==> config.mk <==
export PLATFORM = sky130hd
export DESIGN_NAME = round_robin_slice_scheduler
export DESIGN_NICKNAME = d
export VERILOG_FILES = /design/src/rtl/rrss_pkg.sv /design/src/rtl/rrss_store.sv /design/src/rtl/rrss_grant.sv /design/src/rtl/round_robin_slice_scheduler.sv
export SDC_FILE = /design/constraint.sdc
export NUM_CORES = 1
export LEC_CHECK = 0
export BUFFER_PORTS_ARGS = -buffer_cell sky130_fd_sc_hd__buf_2
export CAP_MARGIN = 30
export CORE_MARGIN = 2
export CORE_UTILIZATION = 45
export CTS_BUF_LIST = sky130_fd_sc_hd__clkbuf_4
export CTS_CLUSTER_DIAMETER = 150
export DETAILED_ROUTE_END_ITERATION = 10
export GPL_ROUTABILITY_DRIVEN = 0
export PLACE_DENSITY = 0.69
export SLEW_MARGIN = 25
export SYNTH_ARGS = -nofsm -noshare
export SYNTH_HDL_FRONTEND = slang
export SYNTH_HIERARCHICAL = 1
export SYNTH_SLANG_ARGS = --single-unit
export TNS_END_PERCENT = 5
==> constraint.sdc <==
create_clock -name clock -period 3.8 [get_ports clock]
set_clock_uncertainty 0.05 [all_clocks]
set_input_delay 0.57 -clock clock [delete_from_list [all_inputs] [get_ports clock]]
set_output_delay 0.57 -clock clock [all_outputs]
set_load 0.05 [all_outputs]
==> src/rtl/rrss_pkg.sv <==
// Shared types and constants for the round robin slice scheduler.
// Used by rrss_grant and round_robin_slice_scheduler; depends on nothing.

package rrss_pkg;

   localparam int TIME_W    = 16;
   localparam int SLOT_W    = 4;
   localparam int PCOUNT_W  = 5;
   localparam int CSR_ADDR_W = 3;
   localparam int CSR_DATA_W = 32;
   localparam int REQ_DATA_W = 24;
   localparam int RSP_DATA_W = 24;

   // request kinds carried on req_tuser
   localparam logic REQ_LOAD  = 1'b0;
   localparam logic REQ_SLICE = 1'b1;

   // register index, taken from paddr[2]
   localparam logic REG_QUANTUM    = 1'b0;
   localparam logic REG_PROC_COUNT = 1'b1;

   localparam logic [TIME_W-1:0] QUANTUM_RESET = 16'd2;
   localparam logic [PCOUNT_W-1:0] PCOUNT_RESET = 5'd0;

   // output of the shared compare/subtract unit
   typedef struct packed {
      logic              live;      // slot has time left
      logic [TIME_W-1:0] grant;     // min(remaining, quantum), zero quantum as 1
      logic [TIME_W-1:0] rest;      // remaining after the grant
      logic              finished;  // grant empties the slot
   } grant_type;

endpackage

==> src/rtl/rrss_store.sv <==
// Remaining-time store: one write port, one registered read port.
// Valid bits make unwritten entries read as zero after reset. No package use.

module rrss_store #(
   parameter int DEPTH  = 16,
   parameter int DATA_W = 16
) (
   input  logic                     clock,
   input  logic                     reset,
   input  logic                     wr_en,
   input  logic [$clog2(DEPTH)-1:0] wr_addr,
   input  logic [DATA_W-1:0]        wr_data,
   input  logic [$clog2(DEPTH)-1:0] rd_addr,
   output logic [DATA_W-1:0]        rd_data
);

   logic [DATA_W-1:0] mem_ff [DEPTH];
   logic [DEPTH-1:0]  valid_ff;
   logic [DATA_W-1:0] rd_data_ff;

   always_ff @(posedge clock) begin
      if (wr_en) begin
         mem_ff[wr_addr] <= wr_data;
      end
      rd_data_ff <= valid_ff[rd_addr] ? mem_ff[rd_addr] : '0;
   end

   always_ff @(posedge clock) begin
      if (reset) begin
         valid_ff <= '0;
      end else if (wr_en) begin
         valid_ff[wr_addr] <= 1'b1;
      end
   end

   assign rd_data = rd_data_ff;

endmodule

==> src/rtl/rrss_grant.sv <==
// Shared compare/subtract unit: sizes one slice from a remaining time.
// Depends on rrss_pkg for grant_type and widths.

module rrss_grant (
   input  logic [rrss_pkg::TIME_W-1:0] remaining,
   input  logic [rrss_pkg::TIME_W-1:0] quantum,
   output rrss_pkg::grant_type         result
);

   logic [rrss_pkg::TIME_W-1:0] q_eff;
   logic [rrss_pkg::TIME_W:0]   diff;
   logic                        take_all;

   always_comb begin
      q_eff    = (quantum == '0) ? rrss_pkg::TIME_W'(1) : quantum;
      diff     = {1'b0, remaining} - {1'b0, q_eff};
      // borrow or zero difference: the whole remainder fits in one slice
      take_all = diff[rrss_pkg::TIME_W] || (diff == '0);
      result.live     = (remaining != '0);
      result.grant    = take_all ? remaining : q_eff;
      result.rest     = take_all ? '0 : diff[rrss_pkg::TIME_W-1:0];
      result.finished = take_all;
   end

endmodule

==> src/rtl/round_robin_slice_scheduler.sv <==
// Round robin slice scheduler top level: config registers, scan sequencer
// and result register. Uses rrss_pkg, rrss_store and rrss_grant.
//
//   channel  | ports          | carries
//   ---------+----------------+----------------------------------------------
//   request  | req_t*         | tuser: kind; tdata: slot, burst time
//   response | rsp_t*         | tdata: proc id, run time, finished, all done
//   config   | csr_p*         | quantum at 0x0, process count at 0x4
//
// A load is written into the store when accepted. A slice reads the slots in
// use in turn through the single store read port, stops at the first with
// time left and hands its result to the output register. Reset is synchronous
// and clears the store valid bits at once, so no clearing pass is needed.
// req_tready is low while a slice is scanned or its result waits in ST_POST.

module round_robin_slice_scheduler #(
   parameter int MAX_PROCS = 16
) (
   input  logic                               clock,
   input  logic                               reset,
   // request: tuser = req_type; tdata = slot[3:0], burst_time[19:4], zero pad
   input  logic                               req_tvalid,
   output logic                               req_tready,
   input  logic                               req_tuser,
   input  logic [rrss_pkg::REQ_DATA_W-1:0]    req_tdata,
   // response: tdata = proc_id[3:0], run_time[19:4], finished[20],
   //           all_done[21], zero pad
   output logic                               rsp_tvalid,
   input  logic                               rsp_tready,
   output logic [rrss_pkg::RSP_DATA_W-1:0]    rsp_tdata,
   input  logic                               csr_psel,
   input  logic                               csr_penable,
   input  logic                               csr_pwrite,
   input  logic [rrss_pkg::CSR_ADDR_W-1:0]    csr_paddr,
   input  logic [rrss_pkg::CSR_DATA_W-1:0]    csr_pwdata,
   output logic [rrss_pkg::CSR_DATA_W-1:0]    csr_prdata,
   output logic                               csr_pready
);

   localparam int IDX_W = $clog2(MAX_PROCS);
   localparam int CNT_W = $clog2(MAX_PROCS + 1);

   typedef enum logic [1:0] {
      ST_IDLE,
      ST_SCAN,
      ST_POST
   } state_type;

   state_type                     state_ff;
   logic [rrss_pkg::TIME_W-1:0]   quantum_ff;
   logic [rrss_pkg::PCOUNT_W-1:0] pcount_ff;
   logic [IDX_W-1:0]              scan_pos_ff;
   logic [IDX_W-1:0]              cur_ff;
   logic [CNT_W-1:0]              count_ff;

   logic [rrss_pkg::SLOT_W-1:0]   res_proc_ff;
   logic [rrss_pkg::TIME_W-1:0]   res_run_ff;
   logic                          res_fin_ff;
   logic                          res_done_ff;

   logic                          rsp_valid_ff;
   logic [rrss_pkg::SLOT_W-1:0]   rsp_proc_ff;
   logic [rrss_pkg::TIME_W-1:0]   rsp_run_ff;
   logic                          rsp_fin_ff;
   logic                          rsp_done_ff;

   logic                          csr_write;
   logic                          req_fire;
   logic                          req_load;
   logic [rrss_pkg::SLOT_W-1:0]   req_slot;
   logic [rrss_pkg::TIME_W-1:0]   req_burst;
   logic                          slot_ok;
   logic [CNT_W-1:0]              used;
   logic [IDX_W-1:0]              start;
   logic [CNT_W-1:0]              cur_plus;
   logic [IDX_W-1:0]              cur_next;
   logic                          out_free;
   logic                          wr_en;
   logic [IDX_W-1:0]              wr_addr;
   logic [rrss_pkg::TIME_W-1:0]   wr_data;
   logic [IDX_W-1:0]              rd_addr;
   logic [rrss_pkg::TIME_W-1:0]   rd_data;
   rrss_pkg::grant_type           grant;

   // ---------------- configuration port ----------------
   assign csr_pready = 1'b1;
   assign csr_write  = csr_psel && csr_penable && csr_pwrite && csr_pready;

   always_ff @(posedge clock) begin
      if (reset) begin
         quantum_ff <= rrss_pkg::QUANTUM_RESET;
         pcount_ff  <= rrss_pkg::PCOUNT_RESET;
      end else if (csr_write) begin
         unique case (csr_paddr[2])
            rrss_pkg::REG_QUANTUM: begin
               quantum_ff <= csr_pwdata[rrss_pkg::TIME_W-1:0];
            end
            rrss_pkg::REG_PROC_COUNT: begin
               pcount_ff <= csr_pwdata[rrss_pkg::PCOUNT_W-1:0];
            end
            default: begin
            end
         endcase
      end
   end

   always_comb begin
      unique case (csr_paddr[2])
         rrss_pkg::REG_QUANTUM:    csr_prdata = rrss_pkg::CSR_DATA_W'(quantum_ff);
         rrss_pkg::REG_PROC_COUNT: csr_prdata = rrss_pkg::CSR_DATA_W'(pcount_ff);
         default:                  csr_prdata = '0;
      endcase
   end

   // ---------------- request decode ----------------
   assign req_tready = (state_ff == ST_IDLE);
   assign req_fire   = req_tvalid && req_tready;
   assign req_load   = (req_tuser == rrss_pkg::REQ_LOAD);
   assign req_slot   = req_tdata[rrss_pkg::SLOT_W-1:0];
   assign req_burst  = req_tdata[rrss_pkg::SLOT_W +: rrss_pkg::TIME_W];
   assign slot_ok    = 32'(req_slot) < 32'(MAX_PROCS);

   always_comb begin
      used     = (32'(pcount_ff) > 32'(MAX_PROCS)) ? CNT_W'(MAX_PROCS)
                                                   : CNT_W'(pcount_ff);
      start    = (CNT_W'(scan_pos_ff) < used) ? scan_pos_ff : '0;
      cur_plus = CNT_W'(cur_ff) + CNT_W'(1);
      cur_next = (cur_plus < used) ? cur_plus[IDX_W-1:0] : '0;
      out_free = !rsp_valid_ff || rsp_tready;
   end

   // ---------------- store and shared unit ----------------
   always_comb begin
      if (state_ff == ST_IDLE) begin
         wr_en   = req_fire && req_load && slot_ok;
         wr_addr = IDX_W'(req_slot);
         wr_data = req_burst;
         rd_addr = start;
      end else begin
         wr_en   = (state_ff == ST_SCAN) && grant.live;
         wr_addr = cur_ff;
         wr_data = grant.rest;
         rd_addr = cur_next;
      end
   end

   rrss_store #(
      .DEPTH  (MAX_PROCS),
      .DATA_W (rrss_pkg::TIME_W)
   ) u_store (
      .clock   (clock),
      .reset   (reset),
      .wr_en   (wr_en),
      .wr_addr (wr_addr),
      .wr_data (wr_data),
      .rd_addr (rd_addr),
      .rd_data (rd_data)
   );

   rrss_grant u_grant (
      .remaining (rd_data),
      .quantum   (quantum_ff),
      .result    (grant)
   );

   // ---------------- sequencer and result register ----------------
   always_ff @(posedge clock) begin
      if (reset) begin
         state_ff     <= ST_IDLE;
         scan_pos_ff  <= '0;
         rsp_valid_ff <= 1'b0;
      end else begin
         // in ST_POST the output register is either reloaded below or held full
         if (rsp_valid_ff && rsp_tready && state_ff != ST_POST) begin
            rsp_valid_ff <= 1'b0;
         end
         unique case (state_ff)
            ST_IDLE: begin
               if (req_fire) begin
                  if (req_load) begin
                     scan_pos_ff <= '0;
                  end else if (used == '0) begin
                     // nothing in use: report all done at once
                     scan_pos_ff <= '0;
                     res_proc_ff <= '0;
                     res_run_ff  <= '0;
                     res_fin_ff  <= 1'b0;
                     res_done_ff <= 1'b1;
                     state_ff    <= ST_POST;
                  end else begin
                     cur_ff   <= start;
                     count_ff <= '0;
                     state_ff <= ST_SCAN;
                  end
               end
            end
            ST_SCAN: begin
               if (grant.live) begin
                  scan_pos_ff <= cur_next;
                  res_proc_ff <= rrss_pkg::SLOT_W'(cur_ff);
                  res_run_ff  <= grant.grant;
                  res_fin_ff  <= grant.finished;
                  res_done_ff <= 1'b0;
                  state_ff    <= ST_POST;
               end else if (count_ff + CNT_W'(1) == used) begin
                  scan_pos_ff <= '0;
                  res_proc_ff <= '0;
                  res_run_ff  <= '0;
                  res_fin_ff  <= 1'b0;
                  res_done_ff <= 1'b1;
                  state_ff    <= ST_POST;
               end else begin
                  // advance to the next slot, its read is already issued
                  cur_ff   <= cur_next;
                  count_ff <= count_ff + CNT_W'(1);
               end
            end
            ST_POST: begin
               if (out_free) begin
                  rsp_valid_ff <= 1'b1;
                  rsp_proc_ff  <= res_proc_ff;
                  rsp_run_ff   <= res_run_ff;
                  rsp_fin_ff   <= res_fin_ff;
                  rsp_done_ff  <= res_done_ff;
                  state_ff     <= ST_IDLE;
               end
            end
            default: begin
               state_ff <= ST_IDLE;
            end
         endcase
      end
   end

   assign rsp_tvalid = rsp_valid_ff;
   assign rsp_tdata  = {2'b00, rsp_done_ff, rsp_fin_ff, rsp_run_ff, rsp_proc_ff};

`ifndef SYNTHESIS
   a_post_holds: assert property (@(posedge clock) disable iff (reset)
      (state_ff == ST_POST && !out_free) |=> (state_ff == ST_POST))
      else $error("result lost while output register full");

   a_done_empty: assert property (@(posedge clock) disable iff (reset)
      (rsp_valid_ff && rsp_done_ff) |-> (rsp_run_ff == '0 && !rsp_fin_ff))
      else $error("all done result carries a slice");

   a_grant_bounded: assert property (@(posedge clock) disable iff (reset)
      (rsp_valid_ff && !rsp_done_ff) |->
      (rsp_run_ff != '0 && (rsp_run_ff <= quantum_ff || quantum_ff == '0)))
      else $error("granted slice empty or above quantum");

   a_scan_count: assert property (@(posedge clock) disable iff (reset)
      (state_ff == ST_SCAN) |-> (count_ff < used && CNT_W'(cur_ff) < used))
      else $error("scan ran past the slots in use");
`endif

endmodule

After elaboration in Yosys (flattened, before gate mapping)
Memories as Yosys holds them, arrays and structs flattened. A register that Yosys moved wholly into a read port is not among the register bits. Cells that the tools add are included.

Add/subtract/negate cells: 3. Order comparisons: 6. Equal/unequal tests: 13. Mux-type cells: 67. Bitwise logic cells: 4. Reduce and logical (&&, ||, !) cells: 25.

Operator list (count): $mux W16 (9); $mux W4 (17); $pmux W32 S2 (1); $pmux W16 S2 (1); $mux W5 (6); $pmux W4 S2 (3); $mux W1 (18); $logic_not A17 Y1 (1); $sub A16 B16 Y17 (1); $logic_not A16 Y1 (1); $or A16 B16 Y16 (1); $reduce_bool A16 Y1 (1); $mux W2 (6); $lt A4 B5 Y1 const B (2); $ne A2 B2 Y1 const B (5); $pmux W5 S2 (1); $logic_and A1 B1 Y1 (8); $reduce_and A4 Y1 (2); $reduce_and A7 Y1 (1); $ne A2 B1 Y1 const B (3); $ne A3 B2 Y1 const B (2); $pmux W2 S3 (1); $reduce_and A6 Y1 (1); $add A4 B1 Y5 const B (1); 19 further kinds (25).

Bits in registers: 97. Bits in writable memories: 256. Logic and storage cells: 135. Memories kept: 1.

Memory list: u_store.mem_ff (words 16, bits a word 16, rd ports 1, clocked after memory_dff 1, wr ports 1, RTL line rrss_store.sv:17) `logic [DATA_W-1:0] mem_ff [DEPTH];`.

Longest topological paths before layout
Depth in word-level cells: 8. Depth in mapped cells: 15.

By module
Netlist, hierarchy kept.

Modules (own cells, without submodules): rrss_store (instances 1, cells each 491, area each 10632.7 µm², seq. area each 8328.0 µm²); round_robin_slice_scheduler (instances 1, cells each 364, area each 4117.7 µm², seq. area each 2152.1 µm²); rrss_grant (instances 1, cells each 212, area each 1471.4 µm², seq. area each 0.0 µm²).

Least setup slack after synthesis
Ideal clock, no wire load.

Kind: register to register. From: register count_ff[0]. To: register res_done_ff (enable). Library setup time: 0.435 ns. Data arrival time: 3.268 ns. Required time: 3.315 ns. Slack: 0.047 ns. Stages on the path, launching flop included: 7. Buffers on the path: 0. Period minus slack after synthesis: 3.753 ns. Cells stage by stage: edfxtp_1 ha_1 or2_2 a211oi_2 or3_1 nand3_2 a21boi_0.

Word-level cells in the longest chain between the ends: 4.

RTL lines: start: declaration (RTL line round_robin_slice_scheduler.sv:54) `logic [CNT_W-1:0] count_ff;`; start signal: assignment (RTL line round_robin_slice_scheduler.sv:215) `count_ff <= count_ff + CNT_W'(1);`; $add A5 B1 Y5 (RTL line round_robin_slice_scheduler.sv:205) `end else if (count_ff + CNT_W'(1) == used) begin`; $eq A5 B5 Y1 (RTL line round_robin_slice_scheduler.sv:205); $ne A3 B2 Y1 (no source line); $reduce_and A6 Y1 (no source line); end signal: assignment (RTL line round_robin_slice_scheduler.sv:188) `res_done_ff <= 1'b1;`; end signal: assignment (RTL line round_robin_slice_scheduler.sv:203) `res_done_ff <= 1'b0;`; end signal: assignment (RTL line round_robin_slice_scheduler.sv:210) `res_done_ff <= 1'b1;`; end: declaration (RTL line round_robin_slice_scheduler.sv:59) `logic res_done_ff;`.

Every way passes these cells. A chain may end at the register's enable or synchronous reset.

==> qor.csv <==
metric,value,unit
slowest_stage,dfxtp_1,
period_share,102.8,%
yosys-top-cells-count,"309 x edfxtp_1, 79 x nor2_1, 68 x mux4_2",
cp_cell_sequence,nor4_4 -> buf_4 -> a41o_1 -> ha_2 -> fa_2 -> nand3b_1 -> a211oi_2 -> buf_4 -> nor2_2 -> o211ai_1 -> buf_4 -> a21o_1 -> a21oi_2 -> a21oi_2 -> buf_12 -> mux2_2 -> and3_1,
tightest_slew,0.9182,ns
avgSynthCellArea,15.20,um2
crit_type,flop to flop,
dominantRegCellSynth,edfxtp_1,
clock.fmax,256.0,MHz
nFillCells,2895,
p_total,0.008503,W
drive_gt1_share,36.00,%
rows,69,
viasPerCell,5.608,
syn_area,0.01622,mm2
crit_path_max_incr_delay,0.37,ns
vdd_drop_max,0.1834,mV
critPathLaunchType,flop,
yosysTopAreaCell,edfxtp_1,
relSlewSlack,38.79,%
die_h,193.9,um
initial_utilization,45.61,%
startpoint,quantum_ff[8],
placed_area,0.01764,mm2
crit_fanout,17,
outcome,finished with violations,
cts_root_buffer,clkbuf_4,
cts_tree,built,
endpoint_kind,flop,
period_minus_slack,3.907,ns
dieArea,0.03758,mm2
worst-path-buf-inv,4,
grt_pass1_vias,10140,
pwr-share-clk,38.8,%
wire_per_inst,21.51,um
crit_top_cell,buf_4,
seq_area,0.01048,mm2
postRouteWirelength,39210,um
cts_setup_buffers,0,
synth_seq_cells,369,
grt_usage,20.66,%
crit_family,compound AO/OA/AOI/OAI gates,
cts_sinks,369,
multi_input_comb_area,0.005550,mm2
cp-endpoint,res_run_ff[15],
leakage,6.965,nW
cts_inserted_buffers,91,
switching_share,24.34,%
drv_cap,0,
clk_pin_slew,0.07,ns
synth.area.top_cells,"edfxtp_1 57%, mux4_2 9.4%, dfxtp_1 7.4%, mux2_2 2.2%, ha_1 1.9%",
core,0.03557,mm2
powerDensity,443.6,mW/mm2
route.vias.total,10220,
hold_depth,3,
drt-initial-drc-count,882,
post-route-drc-count,0,
cts_buffer_depth,3,
fin_ws,-0.1066,ns
htree_levels,3,
worstRegToRegCells,17,
worstReg2RegStart,quantum_ff[8],
num_io_pins,126,
regToRegEndpoint,res_run_ff[15],
combPwrFrac,8.2,%
dr.pass1.iters,5,
fin_area,0.01917,mm2
clock_latency,0.76,ns
p_int,0.006433,W
antenna_found_initial,1,
r2r_slack,-0.11,ns
async_flop_share,0,%
die_width,193.9,um
yosysMostFrequentCell,edfxtp_1,
yosysUniqueCellTypes,79,
antenna_left,0,
grt_max_degree,50,
hold_violations,0,
cp.arrival,4.36,ns
grt_pass1_wl,59170,um
hold_path.class,primary input to flop,
violations,negative setup slack,
p_sw,0.002070,W
ys_warn_count,6,
synth_edf_count,309,
maxSlewViolCount,0,
port_buffers,84,
nets,1376,
rsz0062_at_grt,true,
seq_power_share,52.9,%
finalSetupViolCount,151,
area_growth,18.15,%
yosys.area.top_type_share,57.20,%
synth_cells,1067,
required,4.25,ns
cp.depth,17,
dp_hpwl,24970,um
grt_overflow,0,
ys_seq_area_share,64.60,%
[area by class of cell]
class / instances / share of cell area (%)
inverters: 28 / 0.5484
multi-input cells: 617 / 28.96
repair buffers: 176 / 6.522
well taps: 461 / 3.010
diodes: 1 / 0.01306
clock inverters: 38 / 1.045
flip-flops and latches: 369 / 54.69
clock buffers: 133 / 5.210
[worst min path at each step]
stage	from	end	slack, ns
2_1_floorplan	res_done_ff	rsp_done_ff	0.35
3_3_place_gp	res_run_ff[8]	rsp_run_ff[8]	0.35
3_5_place_dp	res_run_ff[6]	rsp_run_ff[6]	0.36
4_1_cts	csr_pwdata[8]	quantum_ff[8]	0.0003
5_1_grt	csr_pwdata[0]	quantum_ff[0]	0.03
6_report	csr_pwdata[2]	pcount_ff[2]	0.06
[worst reg2reg max path, cell delays in order (launching register included)]
cell and delay [ns]:
dfxtp_1 0.37, nor4_4 0.06, buf_4 0.12, a41o_1 0.23, ha_2 0.20, fa_2 0.35
nand3b_1 0.23, a211oi_2 0.30, buf_4 0.18, nor2_2 0.04, o211ai_1 0.25, buf_4 0.15
a21o_1 0.12, a21oi_2 0.08, a21oi_2 0.23, buf_12 0.21, mux2_2 0.35, and3_1 0.16
[power by group through the flow]
| stage | Sequential, W | Clock (W) | Combinational (W) |
|---|---|---|---|
| final | 0.00450 | 0.00330 | 0.000701 |
| after global routing | 0.00450 | 0.00362 | 0.000746 |
| after CTS | 0.00450 | 0.00339 | 0.000658 |
| after detailed placement | 0.00459 | 0 | 0.000631 |
| after global placement | 0.00458 | 0 | 0.000617 |
| after floorplan | 0.00460 | 0 | 0.000422 |
[stage by stage]
stage	hold slack (ns)	worst slack [ns]	TNS, ns	utilization (%)	instances
after floorplan	0.3503	0.04733	0	-	1084
after detailed placement	0.3552	-0.2045	-23.09	49.60	1636
final	0.06415	-0.1066	-9.388	53.88	1823
after global routing	0.03343	-0.2325	-28.77	53.88	1823
after global placement	0.3517	-0.1555	-16.83	49.60	1636
after CTS	0.0002957	-0.0007554	-0.0007554	53.42	1817
[metal layers]
| metal | GRT usage (%) | vias to the layer above | part of all wire [%] |
|---|---|---|---|
| met5 | 0 | - | 0 |
| met1 | 27.24 | 5096 | 42 |
| met2 | 34.18 | 451 | 49 |
| met4 | 7.744 | 0 | 2.3 |
| li1 | - | 4607 | - |
| met3 | 4.001 | 69 | 7.1 |
[cell usage in the layout (no fill, tap or decap), types with 28 or more instances in the layout]
cell type and n:
a21oi_1 49, a22oi_1 33, buf_2 84, buf_4 73
clkbuf_4 133, dfxtp_1 58, edfxtp_1 309, inv_1 28
mux4_2 68, nand2_1 54, nor2_1 65
[cell families (layout without fill, tap and decap cells)]
group	after synthesis	count (layout)	share of synthesized area, %
fa+ha+maj	26	26	2.052
simple gates	282	282	9.001
mux	117	122	12.99
compound gates	152	152	6.934
xor+xnor	16	16	0.9101
other cells	2	20	0.04630
flops	369	369	64.60
buf+inv	103	375	3.463
[flip-flops by register name, summed over array words and instances, names as in the netlist, 5 cells and up]
name              count
count_ff              5
rsp_run_ff           16
u_store/valid_ff     16
u_store/rd_data      16
u_store/mem_ff      256
res_run_ff           16
quantum_ff           16
pcount_ff             5
[timing repair]
item | 4_1_cts | 5_1_grt
hold buffers | 9 | 0
resized for setup | 16 | 26
endpoints found under the hold margin | 9 | 0
setup endpoints to repair | 182 | 251
cloned | 1 | 4
pin swaps | 7 | 3
(Power assumes the default switching activity.)
